<file path="config.mk">
export PLATFORM = sky130hd
export DESIGN_NAME = stream_substring_replace
export DESIGN_NICKNAME = d
export VERILOG_FILES = /design/src/ssr_pkg.sv /design/src/ssr_cfg.sv /design/src/ssr_decide.sv /design/src/stream_substring_replace.sv
export SDC_FILE = /design/constraint.sdc
export NUM_CORES = 1
export LEC_CHECK = 0
export BUFFER_PORTS_ARGS = -buffer_cell sky130_fd_sc_hd__buf_4
export CAP_MARGIN = 20
export CELL_PAD_IN_SITES_DETAIL_PLACEMENT = 1
export CELL_PAD_IN_SITES_GLOBAL_PLACEMENT = 1
export CORE_UTILIZATION = 40
export DETAILED_ROUTE_END_ITERATION = 12
export GPL_ROUTABILITY_DRIVEN = 0
export PLACE_DENSITY_LB_ADDON = 0.1
export SLEW_MARGIN = 30
export SYNTH_ARGS = -nofsm -noshare
export SYNTH_HDL_FRONTEND = slang
export SYNTH_SLANG_ARGS = --single-unit
</file>
<file path="constraint.sdc">
create_clock -name clk_i -period 12.7 [get_ports clk_i]
set_input_delay 0.635 -clock clk_i [delete_from_list [all_inputs] [get_ports clk_i]]
set_output_delay 0.635 -clock clk_i [all_outputs]
set_load 0.1 [all_outputs]
</file>
<file path="src/ssr_pkg.sv">
// Shared constants, register codes and request/result types for the substring replacer.
package ssr_pkg;

  // Longest pattern and replacement the datapath handles
  localparam int MaxPattern     = 8;
  localparam int MaxReplacement = 8;

  // Held bytes never exceed one less than the longest pattern
  localparam int WinDepth = MaxPattern - 1;
  localparam int FillW    = $clog2(MaxPattern);
  localparam int RepIdxW  = $clog2(MaxReplacement);

  // Length fields, byte counts per request and counters
  localparam int LenW = 4;
  localparam int CntW = 16;

  // Register port geometry: 64-bit registers at 8-byte strides
  localparam int DataW   = 64;
  localparam int AddrLsb = $clog2(DataW / 8);
  localparam int IdxW    = 3;
  localparam int AddrW   = IdxW + AddrLsb;

  typedef enum logic [IdxW-1:0] {
    RegPatternBytes     = 3'd0,
    RegPatternLength    = 3'd1,
    RegReplacementBytes = 3'd2,
    RegReplacementLen   = 3'd3,
    RegChangeLimit      = 3'd4,
    RegFirstOccurrence  = 3'd5,
    RegIgnoreCase       = 3'd6
  } reg_idx_e;

  typedef struct packed {
    logic [63:0]     pattern_bytes;
    logic [LenW-1:0] pattern_length;
    logic [63:0]     replacement_bytes;
    logic [LenW-1:0] replacement_length;
    logic [CntW-1:0] change_limit;
    logic [CntW-1:0] first_occurrence;
    logic            ignore_case;
  } cfg_t;

  typedef struct packed {
    logic [7:0] data_byte;
    logic       end_of_string;
  } in_item_t;

  typedef struct packed {
    logic [7:0] out_byte;
    logic       byte_present;
    logic       last_of_string;
  } out_item_t;

  // Results of one request: window bytes first, then replacement bytes
  typedef struct packed {
    logic [MaxPattern-1:0][7:0] x;
    logic [LenW-1:0]            nx;
    logic [LenW-1:0]            n;
    logic                       last;
    logic                       present;
  } job_t;

  // Scan state after one request
  typedef struct packed {
    logic [WinDepth-1:0][7:0] win;
    logic [FillW-1:0]         fill;
    logic [CntW-1:0]          match_cnt;
    logic [CntW-1:0]          changes;
    logic                     limit;
    logic                     job_load;
  } step_t;

endpackage

</file>
<file path="src/ssr_cfg.sv">
// Register block of the substring replacer on the APB-style port.
module ssr_cfg (
  input  logic                      clk_i,
  input  logic                      rst_ni,
  input  logic                      psel,
  input  logic                      penable,
  input  logic                      pwrite,
  input  logic [ssr_pkg::AddrW-1:0] paddr,
  input  logic [ssr_pkg::DataW-1:0] pwdata,
  output logic [ssr_pkg::DataW-1:0] prdata,
  output logic                      pready,
  output ssr_pkg::cfg_t             cfg_o,
  output logic                      pat_wr_o
);

  ssr_pkg::cfg_t     cfg_q, cfg_d;
  ssr_pkg::reg_idx_e idx;
  logic              wr;

  assign pready = 1'b1;
  assign wr     = psel & penable & pwrite & pready;
  assign idx    = ssr_pkg::reg_idx_e'(paddr[ssr_pkg::AddrW-1:ssr_pkg::AddrLsb]);

  // Decode writes
  always_comb begin
    cfg_d    = cfg_q;
    pat_wr_o = 1'b0;
    if (wr) begin
      unique case (idx)
        ssr_pkg::RegPatternBytes: begin
          cfg_d.pattern_bytes = pwdata;
          pat_wr_o            = 1'b1;
        end
        ssr_pkg::RegPatternLength: begin
          cfg_d.pattern_length = pwdata[ssr_pkg::LenW-1:0];
          pat_wr_o             = 1'b1;
        end
        ssr_pkg::RegReplacementBytes: cfg_d.replacement_bytes = pwdata;
        ssr_pkg::RegReplacementLen:   cfg_d.replacement_length = pwdata[ssr_pkg::LenW-1:0];
        ssr_pkg::RegChangeLimit:      cfg_d.change_limit = pwdata[ssr_pkg::CntW-1:0];
        ssr_pkg::RegFirstOccurrence:  cfg_d.first_occurrence = pwdata[ssr_pkg::CntW-1:0];
        ssr_pkg::RegIgnoreCase: begin
          cfg_d.ignore_case = pwdata[0];
          pat_wr_o          = 1'b1;
        end
        default: ;
      endcase
    end
  end

  always_ff @(posedge clk_i or negedge rst_ni) begin
    if (!rst_ni) begin
      cfg_q <= '{pattern_bytes: '0, pattern_length: '0, replacement_bytes: '0,
                 replacement_length: '0, change_limit: '0,
                 first_occurrence: ssr_pkg::CntW'(1), ignore_case: 1'b0};
    end else begin
      cfg_q <= cfg_d;
    end
  end

  // Read back
  always_comb begin
    unique case (idx)
      ssr_pkg::RegPatternBytes:     prdata = cfg_q.pattern_bytes;
      ssr_pkg::RegPatternLength:    prdata = ssr_pkg::DataW'(cfg_q.pattern_length);
      ssr_pkg::RegReplacementBytes: prdata = cfg_q.replacement_bytes;
      ssr_pkg::RegReplacementLen:   prdata = ssr_pkg::DataW'(cfg_q.replacement_length);
      ssr_pkg::RegChangeLimit:      prdata = ssr_pkg::DataW'(cfg_q.change_limit);
      ssr_pkg::RegFirstOccurrence:  prdata = ssr_pkg::DataW'(cfg_q.first_occurrence);
      ssr_pkg::RegIgnoreCase:       prdata = ssr_pkg::DataW'(cfg_q.ignore_case);
      default:                      prdata = '0;
    endcase
  end

  assign cfg_o = cfg_q;

endmodule

</file>
<file path="src/ssr_decide.sv">
// Single-pass match decision for one request: results, next window and counters.
module ssr_decide (
  input  ssr_pkg::cfg_t                          cfg_i,
  input  logic [ssr_pkg::WinDepth-1:0][7:0]      win_i,
  input  logic [ssr_pkg::FillW-1:0]              fill_i,
  input  logic                                   stale_i,
  input  logic [ssr_pkg::CntW-1:0]               matches_i,
  input  logic [ssr_pkg::CntW-1:0]               changes_i,
  input  logic                                   limit_i,
  input  ssr_pkg::in_item_t                      item_i,
  output ssr_pkg::step_t                         step_o,
  output ssr_pkg::job_t                          job_o
);

  localparam int MaxPattern = ssr_pkg::MaxPattern;
  localparam int LenW       = ssr_pkg::LenW;
  localparam int FillW      = ssr_pkg::FillW;
  localparam int CntW       = ssr_pkg::CntW;

  // Upper-case ASCII letters when case is ignored
  function automatic logic [7:0] fold(input logic [7:0] c, input logic ic);
    logic [7:0] r;
    r = c;
    if (ic && c >= 8'h61 && c <= 8'h7a) r = c - 8'd32;
    return r;
  endfunction

  logic [MaxPattern-1:0][7:0] x, xf, pf;
  logic [MaxPattern-1:0]      m;
  logic [LenW-1:0]            plen, rlen, fw, flen, e, e_srch, nx, nr, n, held;
  logic [FillW-1:0]           base;
  logic [CntW-1:0]            first_eff;
  logic                       mb, limit, passall, full, hold0, skip, replace, last;

  assign last = item_i.end_of_string;

  // Held bytes followed by the new byte
  always_comb begin
    for (int i = 0; i < ssr_pkg::WinDepth; i++) begin
      if (FillW'(i) < fill_i)       x[i] = win_i[i];
      else if (FillW'(i) == fill_i) x[i] = item_i.data_byte;
      else                          x[i] = 8'h00;
    end
    x[MaxPattern-1] = (fill_i == FillW'(ssr_pkg::WinDepth)) ? item_i.data_byte : 8'h00;
    for (int i = 0; i < MaxPattern; i++) begin
      xf[i] = fold(x[i], cfg_i.ignore_case);
      pf[i] = fold(cfg_i.pattern_bytes[8*i +: 8], cfg_i.ignore_case);
    end
  end

  // Compare the tail from every start offset against the pattern head
  always_comb begin
    for (int s = 0; s < MaxPattern; s++) begin
      m[s] = 1'b1;
      for (int j = 0; j < MaxPattern; j++) begin
        if ((s + j) < MaxPattern && (s + j) <= int'(fill_i)) begin
          if (xf[s+j] != pf[j]) m[s] = 1'b0;
        end
      end
    end
  end

  // Clamp lengths and set up the decision
  assign plen = (cfg_i.pattern_length > LenW'(MaxPattern)) ? LenW'(MaxPattern)
                                                           : cfg_i.pattern_length;
  assign rlen = (cfg_i.replacement_length > LenW'(ssr_pkg::MaxReplacement))
                ? LenW'(ssr_pkg::MaxReplacement) : cfg_i.replacement_length;
  assign first_eff = (cfg_i.first_occurrence == '0) ? CntW'(1) : cfg_i.first_occurrence;

  // Stale bytes go out untouched; the scan then starts at the new byte
  assign base = stale_i ? fill_i : '0;
  assign fw   = LenW'(fill_i) + LenW'(1);
  assign flen = stale_i ? LenW'(1) : fw;
  assign mb   = stale_i ? m[fill_i] : m[0];

  assign limit   = limit_i || (cfg_i.change_limit != '0 && changes_i >= cfg_i.change_limit);
  assign passall = (plen == '0) || limit;
  assign full    = !passall && (flen == plen) && mb;
  assign hold0   = !passall && (flen < plen) && mb;
  assign skip    = full && (({1'b0, matches_i} + (CntW + 1)'(1)) < {1'b0, first_eff});
  assign replace = full && !skip;

  // First later offset whose tail still opens the pattern
  always_comb begin
    e_srch = fw;
    for (int s = MaxPattern - 1; s >= 1; s--) begin
      if (FillW'(s) > base && FillW'(s) <= fill_i && m[s]) e_srch = LenW'(s);
    end
  end

  assign e = passall ? fw : (hold0 ? LenW'(base) : e_srch);

  // Result counts
  assign nx   = replace ? LenW'(base) : (last ? fw : e);
  assign nr   = replace ? rlen : '0;
  assign n    = nx + nr;
  assign held = (replace || last) ? '0 : (fw - e);

  always_comb begin
    job_o.x       = x;
    job_o.nx      = nx;
    job_o.n       = n;
    job_o.last    = last;
    job_o.present = (n != '0);
  end

  // Shift the undecided bytes to the front of the window
  always_comb begin
    for (int i = 0; i < ssr_pkg::WinDepth; i++) begin
      step_o.win[i] = 8'h00;
      for (int s = 0; s < MaxPattern; s++) begin
        if (LenW'(s) == (e + LenW'(i))) step_o.win[i] = x[s];
      end
    end
    step_o.fill      = FillW'(held);
    step_o.match_cnt = last ? '0 : (skip ? matches_i + CntW'(1) : matches_i);
    if (last)                                  step_o.changes = '0;
    else if (replace && changes_i != '1)       step_o.changes = changes_i + CntW'(1);
    else                                       step_o.changes = changes_i;
    step_o.limit    = last ? 1'b0 : limit;
    step_o.job_load = (n != '0) || last;
  end

endmodule

</file>
<file path="src/stream_substring_replace.sv">
// Top level of the streaming substring replacer: scan state, result register and output drain.
//
//  channel   direction  handshake                   payload
//  in        sink       in_valid_i / in_stall_o     in_data_i  (data_byte, end_of_string)
//  out       source     out_valid_o / out_stall_i   out_data_o (out_byte, byte_present,
//                                                               last_of_string)
//  cfg       sink       psel / penable / pwrite     paddr, pwdata, prdata, pready
//
//  A request is decided in the cycle it is accepted and its results are loaded into the
//  result register; they leave one per cycle while out is not stalled, and a held byte with
//  no result loads nothing. The next request is accepted in the cycle the last result of
//  the previous one is taken. Reset clears the scan counters, fill and result register;
//  the held bytes need no clearing. A stall on out stops the drain and holds the input
//  side once the result register is full.
module stream_substring_replace (
  input  logic                      clk_i,
  input  logic                      rst_ni,
  input  logic                      in_valid_i,
  output logic                      in_stall_o,
  input  ssr_pkg::in_item_t         in_data_i,
  output logic                      out_valid_o,
  input  logic                      out_stall_i,
  output ssr_pkg::out_item_t        out_data_o,
  input  logic                      psel,
  input  logic                      penable,
  input  logic                      pwrite,
  input  logic [ssr_pkg::AddrW-1:0] paddr,
  input  logic [ssr_pkg::DataW-1:0] pwdata,
  output logic [ssr_pkg::DataW-1:0] prdata,
  output logic                      pready
);

  ssr_pkg::cfg_t  cfg;
  ssr_pkg::step_t step;
  ssr_pkg::job_t  job_d, job_q;
  logic           pat_wr;

  logic [ssr_pkg::WinDepth-1:0][7:0] win_q;
  logic [ssr_pkg::FillW-1:0]         fill_q;
  logic [ssr_pkg::CntW-1:0]          matches_q, changes_q;
  logic                              limit_q, stale_q;
  logic                              job_valid_q;
  logic [ssr_pkg::LenW-1:0]          idx_q, rep_off;
  logic                              accept, take, final_res, done;

  ssr_cfg u_cfg (
    .clk_i    (clk_i),
    .rst_ni   (rst_ni),
    .psel     (psel),
    .penable  (penable),
    .pwrite   (pwrite),
    .paddr    (paddr),
    .pwdata   (pwdata),
    .prdata   (prdata),
    .pready   (pready),
    .cfg_o    (cfg),
    .pat_wr_o (pat_wr)
  );

  ssr_decide u_decide (
    .cfg_i     (cfg),
    .win_i     (win_q),
    .fill_i    (fill_q),
    .stale_i   (stale_q),
    .matches_i (matches_q),
    .changes_i (changes_q),
    .limit_i   (limit_q),
    .item_i    (in_data_i),
    .step_o    (step),
    .job_o     (job_d)
  );

  // Handshakes
  assign take       = job_valid_q && !out_stall_i;
  assign final_res  = !job_q.present || ((idx_q + ssr_pkg::LenW'(1)) == job_q.n);
  assign done       = take && final_res;
  assign in_stall_o = job_valid_q && !done;
  assign accept     = in_valid_i && !in_stall_o;

  // Scan state
  always_ff @(posedge clk_i or negedge rst_ni) begin
    if (!rst_ni) begin
      fill_q    <= '0;
      matches_q <= '0;
      changes_q <= '0;
      limit_q   <= 1'b0;
      stale_q   <= 1'b0;
    end else if (accept) begin
      fill_q    <= step.fill;
      matches_q <= step.match_cnt;
      changes_q <= step.changes;
      limit_q   <= step.limit;
      stale_q   <= 1'b0;
    end else if (pat_wr && fill_q != '0) begin
      stale_q <= 1'b1;
    end
  end

  // Held bytes
  always_ff @(posedge clk_i) begin
    if (accept) win_q <= step.win;
  end

  // Result register and drain position
  always_ff @(posedge clk_i or negedge rst_ni) begin
    if (!rst_ni) begin
      job_valid_q <= 1'b0;
      idx_q       <= '0;
    end else if (accept && step.job_load) begin
      job_valid_q <= 1'b1;
      idx_q       <= '0;
    end else if (done) begin
      job_valid_q <= 1'b0;
    end else if (take) begin
      idx_q <= idx_q + ssr_pkg::LenW'(1);
    end
  end

  always_ff @(posedge clk_i) begin
    if (accept && step.job_load) job_q <= job_d;
  end

  // Select window byte or replacement byte
  assign rep_off = idx_q - job_q.nx;

  always_comb begin
    out_valid_o = job_valid_q;
    if (!job_q.present) begin
      out_data_o.out_byte = 8'h00;
    end else if (idx_q < job_q.nx) begin
      out_data_o.out_byte = job_q.x[idx_q[ssr_pkg::FillW-1:0]];
    end else begin
      out_data_o.out_byte =
        cfg.replacement_bytes[{rep_off[ssr_pkg::RepIdxW-1:0], 3'b000} +: 8];
    end
    out_data_o.byte_present   = job_q.present;
    out_data_o.last_of_string = job_q.last && final_res;
  end

endmodule

</file>
==> out/qor.yml, run 1 <==
setup_path:
  crit_fanout: 49
  cp.required_ns: 13.02
  cp_slowest_stage_delay_ns: 0.75
  worstPathArrival_ns: 10.47
  cpMostUsedCell: "nand2_1"
  crit_slowest_cell: "o41ai_2"
  r2r-start: "fill_q[0]"
  cp-end-kind: "register"
  critPathLaunchType: "register"
  r2r_slack_ns: 2.55
  ff2ff_path_depth: 27
  worstReg2RegEnd: "job_q[69]"
  path_class: "reg -> reg"
detailed_routing:
  via_count: 26100
  drc_errors: 0
  wl_um: 125000
  dr.pass1.iters: 7
  viasPerCell: 6.77
  routedWlPerCell_um: 32.5
  drt_iter0_drc: 3262
  ant_nets: 0
place:
  io_buffers: 158
  place_inst: 3774
  dpl.hpwl_um: 90800
timing:
  finalSetupTns_ns: 0
  final-setup-viol-count: 0
  slew_headroom_pct: 30.0
  fmax_ghz: 0.0985
  worst_pin_slew_ns: 1.04
  min_period_ns: 10.15
  fin_crit_sh_pct: 79.9
  finalHoldViolations: 0
  fin_skew_ns: 0.0447
  rsz0062_at_grt: "false"
  drv_slew: 0
  hold_slack_ns: 0.0210
power_and_ir_drop:
  p_seq_share_pct: 22.1
  peakVddDrop_mv: 0.253
  switchingPower_w: 0.00455
  switching_share_pct: 54.0
  combPwrFrac_pct: 63.5
  p_per_area_nw_per_um2: 279
  power.internal_w: 0.00387
  clockPowerShare_pct: 14.4
  p_leak_nw: 11.9
synthesis:
  ys.flop_type: "dfrtp_1"
  synth_nets: 3064
  syn_area_sq_um: 26800
  yosysWarningCount: 0
  synth.distinct_cells: 122
  postSynthAreaPerCell_sq_um: 9.23
  synth_edf_count: 130
  synthCells: 2906
  synth-async-reset-ratio_pct: 61.9
  synth-seq-cells: 341
  yosysSeqAreaShare_pct: 34.3
final_layout:
  layout-area-overhead-vs-synth_pct: 12.4
  drive_gt1_share_pct: 18.6
  nets: 3114
  stdcell_count: 3854
  utilization_pct: 45.7
clocking:
  clk_pin_slew_ns: 0.07
  cts.sinks: 341
  cts_tree: "yes"
  ctsResizeCount: 0
  cts_inserted_buffers: 41
  cts_max_level: 2
  post_cts_buffers: 0
  cts_hold_buf: 0
  cts.path.max_buffers: 3
  clk_latency_ns: 0.61
  root_buffer: "clkbuf_16"
floorplan:
  die_h_um: 261
  die_w_um: 261
  num_io_pins: 163
  fp-row-count: 94
  core_area_sq_um: 66000
  initial_core_util_pct: 40.6
  die_area_sq_um: 68100
outcome:
  status: "complete, no violations"
global_route:
  grt_start_max_net_pins: 83
  grt_overflow: 0
  antenna_found_initial: 2
  grt_first_pass_wirelength_um: 181000
  track_usage_pct: 36.3
  grt_pass1_vias: 26100
hold_path:
  hold_class: "in -> async"
flow_run:
  drv_cap: 0
-- state kept, by name (all words and copies together), names as in the netlist --
| signal | flops |
|---|---|
| fill_q | 3 |
| out_data_o | 1 |
| job_q | 73 |
| out_valid_o | 1 |
| idx_q | 4 |
| win_q | 56 |
| changes_q | 16 |
| stale_q | 1 |
| u_cfg.cfg_o | 169 |
| matches_q | 16 |
| limit_q | 1 |
-- routing by layer --
metal,vias to the layer above,share of wire (%),track usage (%)
met5,-,0,0
met4,0,7.1,22.2
met3,467,9.4,8.41
met2,1466,43,55.0
met1,13200,40,46.9
li1,10900,-,-
-- worst max-delay path by stage --
stage,startpoint,end
finish,fill_q[0],job_q[69]
global route,fill_q[0],job_q[64]
CTS,fill_q[0],job_q[48]
detailed placement,fill_q[0],job_q[57]
global placement,fill_q[0],job_q[72]
floorplan,fill_q[0],job_q[10]
-- placed cells by master, fill, tap and decap left out, types with 13 or more instances in the layout --
master and n:
a221oi_1 13, nand3b_1 14, nor3_1 87, nand4_1 28
o41ai_1 13, a31oi_1 27, a21oi_1 85, nand2_1 256
clkbuf_16 41, xnor2_1 219, a21o_1 14, edfxtp_1 130
or3_1 13, ha_1 69, clkinv_1 13, nand2b_1 16
o211ai_1 27, nand3_1 102, nor2_1 160, o221ai_1 34
o21ai_0 171, nor4_1 33, o21ai_1 14, mux2i_1 46
and2_1 18, inv_1 133, and3_1 20, a211oi_1 20
a22o_1 66, dfrtp_1 207, o22ai_1 73, xor2_1 65
mux4_2 35, mux2_2 131, o21a_1 24, buf_4 224
or4_1 16, a22oi_1 30
-- worst max-delay path: cells and delay by family (launching register included) --
kind | cells | cell delay [ns]
AO/OA/AOI/OAI | 13 | 5.53
AND/OR/NAND/NOR | 4 | 0.76
flip-flops | 1 | 0.38
adder cells (fa/ha/maj) | 2 | 0.67
multiplexers | 1 | 0.31
XOR/XNOR | 2 | 0.28
buffers and inverters | 5 | 1.80
-- synth_stat cells, types with 26 or more instances --
| cell | n | area (sq um) |
|---|---|---|
| a22o_1 | 66 | 578 |
| mux2_2 | 131 | 1480 |
| nand2_1 | 256 | 961 |
| a31oi_1 | 27 | 169 |
| nor2_1 | 164 | 616 |
| nand3_1 | 102 | 510 |
| nor4_1 | 33 | 206 |
| clkbuf_1 | 125 | 469 |
| ha_1 | 69 | 863 |
| dfrtp_1 | 210 | 5260 |
| o22ai_1 | 73 | 457 |
| xnor2_1 | 220 | 1930 |
| buf_1 | 26 | 97.6 |
| buf_2 | 48 | 240 |
| o21ai_0 | 172 | 861 |
| a21oi_1 | 86 | 430 |
| xor2_1 | 65 | 569 |
| mux4_2 | 35 | 788 |
| o221ai_1 | 34 | 298 |
| edfxtp_1 | 130 | 3900 |
| nor3_1 | 89 | 445 |
| nand4_1 | 28 | 175 |
| a22oi_1 | 30 | 225 |
| mux2i_1 | 46 | 460 |
| o211ai_1 | 27 | 203 |
| inv_1 | 133 | 499 |
-- power groups by stage --
stage | clock network, W | registers, W | logic (W)
finish | 0.00121 | 0.00186 | 0.00535
global route | 0.00126 | 0.00189 | 0.00551
CTS | 0.00122 | 0.00185 | 0.00511
detailed placement | 0 | 0.00187 | 0.00509
global placement | 0 | 0.00186 | 0.00496
floorplan | 0 | 0.00165 | 0.00353
-- per-stage QoR --
stage,power (W),cell area (sq um),worst slack (ns)
2_1_floorplan,0.00519,26800,3.46
3_3_place_gp,0.00682,28700,3.17
3_5_place_dp,0.00696,28700,2.94
4_1_cts,0.00819,30000,2.93
5_1_grt,0.00866,30100,2.45
6_report,0.00842,30100,2.55
-- final cells by class --
type / instances / area, sq um
Fill cell: 7490 / 35800
Multi-Input combinational cell: 2186 / 16100
Sequential cell: 341 / 9190
Timing Repair Buffer: 231 / 1810
Clock buffer: 56 / 1120
Tap cell: 864 / 1080
Inverter: 155 / 589
Clock inverter: 19 / 206
Antenna cell: 2 / 5.00
-- cells by family (layout without fill, tap and decap cells) --
logic type                 Yosys count  in the layout  synth area share (%)
buffers and inverters              379            461                  6.06
DFF                                341            341                  34.3
xor gates and xnor gates           286            286                  9.37
and+or+nand+nor                    835            835                  15.4
adders and majority gates           72             72                  3.44
AOI/OAI and AO/OA                  777            777                  21.1
other                                1              3                0.0140
muxes                              215            215                  10.3
Note: power is estimated with default switching activity, not from simulation.
==> run 2: changes to the inputs <==
clock period = 9.8 ns   (was 12.7 ns; I/O delays follow)
==> out/qor.yml, run 2 (same netlist as run 1, synthesis figures left out) <==
power_and_ir_drop:
  p_seq_share_pct: 21.8
  peakVddDrop_mv: 0.234
  clockPowerShare_pct: 14.6
  combPwrFrac_pct: 63.6
  p_leak_nw: 12.1
  power.internal_w: 0.00518
  switchingPower_w: 0.00591
  switching_share_pct: 53.3
  p_per_area_nw_per_um2: 364
global_route:
  grt_busiest_layer: "met2"
  met1_usage_pct: 47.6
  grt_pass1_vias: 26400
  grt_first_pass_wirelength_um: 184000
  grt_overflow: 0
  track_usage_pct: 37.1
  use_met3_pct: 9.21
  use_met2_pct: 56.3
  antenna_found_initial: 8
  grt_start_max_net_pins: 82
timing:
  slew_headroom_pct: 33.2
  rsz0062_at_grt: "false"
  final-setup-viol-count: 0
  min_period_ns: 8.43
  finalHoldViolations: 0
  fin_crit_sh_pct: 86.0
  fmax_ghz: 0.119
  finalSetupTns_ns: 0
  worst_pin_slew_ns: 1.00
  fin_skew_ns: 0.0366
  drv_slew: 0
hold_path:
  hold_class: "in -> reg"
detailed_routing:
  routedWlPerCell_um: 32.6
  wl_um: 127000
  via_count: 26200
  ant_nets: 0
  drc_errors: 0
  viasPerCell: 6.73
  dr.pass1.iters: 10
  drt_iter0_drc: 3139
setup_path:
  crit_family: "compound AO/OA/AOI/OAI gates"
  crit_fanout: 49
  critical_path_buf_inv_count: 4
  critPathLaunchType: "register"
  cp.required_ns: 10.13
  cp_slowest_stage_delay_ns: 0.66
  path_class: "reg -> reg"
  worstPathArrival_ns: 8.76
  cp-end-kind: "register"
  crit_slowest_cell: "a2111o_1"
final_layout:
  drive_gt1_share_pct: 19.6
  largest_register_ffs: 169
  layout-area-overhead-vs-synth_pct: 13.8
  fill_cells: 7439
  nets: 3153
  final_common_cell: "buf_4"
  mostFrequentLayoutCells: "262 x buf_4, 256 x nand2_1, 220 x xnor2_1"
  stdcell_count: 3892
floorplan:
  num_io_pins: 163
  initial_core_util_pct: 40.6
  die_area_sq_um: 68100
  core_area_sq_um: 66000
  fp-row-count: 94
  die_w_um: 261
  die_h_um: 261
clocking:
  post_cts_buffers: 0
  clk_pin_slew_ns: 0.06
  ctsResizeCount: 0
  clk_latency_ns: 0.62
  cts_hold_buf: 1
  cts_max_level: 2
  cts_inserted_buffers: 42
  cts.path.max_buffers: 3
  root_buffer: "clkbuf_16"
  cts_tree: "yes"
  cts.sinks: 341
flow_run:
  drv_cap: 0
place:
  io_buffers: 158
  dpl.hpwl_um: 92300
  place_inst: 3812
outcome:
  status: "complete, no violations"
-- run 2: cell type report --
type                    count  area [sq um]  area share, %
clock inverters            18           241          0.792
flip-flops and latches    341          9190           30.1
multi-input cells        2186         16100           52.9
clock buffers              54          1150           3.76
well taps                 864          1080           3.54
repair buffers            269          2100           6.88
inverters                 155           589           1.93
diodes                      5          12.5         0.0410
-- run 2: path summary, 6_finish.rpt --
path                       slack [ns]               end  depth (start not counted)           from
min reg2reg                      0.51     matches_q[12]                          1  matches_q[12]
min in group asynchronous        0.40      matches_q[2]                          2         rst_ni
min                              0.11  u_cfg.cfg_o[143]                          3     pwdata[38]
max in group asynchronous        8.19   u_cfg.cfg_o[86]                          3         rst_ni
max reg2reg                      1.37         job_q[17]                         27      fill_q[0]
max                              1.37         job_q[17]                         27      fill_q[0]
-- run 2: worst register-to-register path, cell delays in order, from the launching register on --
cell and delay, ns:
dfrtp_2 0.40, inv_1 0.28, ha_1 0.59, nand2_1 0.21, o21ai_0 0.55, nand2_1 0.12, buf_4 0.21, ha_1 0.31
inv_1 0.07, nor2_1 0.12, nand4_1 0.24, nand3_1 0.18, o21ai_0 0.09, a211oi_1 0.25, nand4_1 0.21, a2111oi_4 0.58
a41oi_2 0.30, a2111o_1 0.66, o211ai_1 0.23, o2111ai_4 0.19, mux2i_1 0.17, nand2_1 0.07, o21ai_0 0.15, ha_1 0.26
fa_1 0.43, or4_1 0.61, o21a_4 0.38, buf_16 0.27
-- run 2: power groups by stage --
stage | Sequential (W) | Combinational, W | Clock [W]
after global routing | 0.00245 | 0.00727 | 0.00168
after global placement | 0.00241 | 0.00655 | 0
after detailed placement | 0.00243 | 0.00670 | 0
after floorplan | 0.00214 | 0.00458 | 0
final | 0.00242 | 0.00705 | 0.00162
after CTS | 0.00241 | 0.00673 | 0.00164
-- run 2: per-stage QoR --
stage | instance area, sq um | util (%) | power, W | hold WS (ns) | setup WS, ns
floorplan | 26800 | - | 0.00672 | 0.194 | 0.558
global placement | 29000 | 43.9 | 0.00896 | 0.494 | 1.64
detailed placement | 29000 | 44.0 | 0.00912 | 0.474 | 1.52
CTS | 30400 | 46.1 | 0.0108 | 0.107 | 1.46
global route | 30500 | 46.2 | 0.0114 | 0.113 | 0.812
finish | 30500 | 46.2 | 0.0111 | 0.114 | 1.37
-- run 2: per-layer routing --
layer	vias to the layer above	wire length [um]
li1	11000	-
met2	1468	55900
met1	13200	50200
met4	2	8700
met5	-	21
met3	476	12100
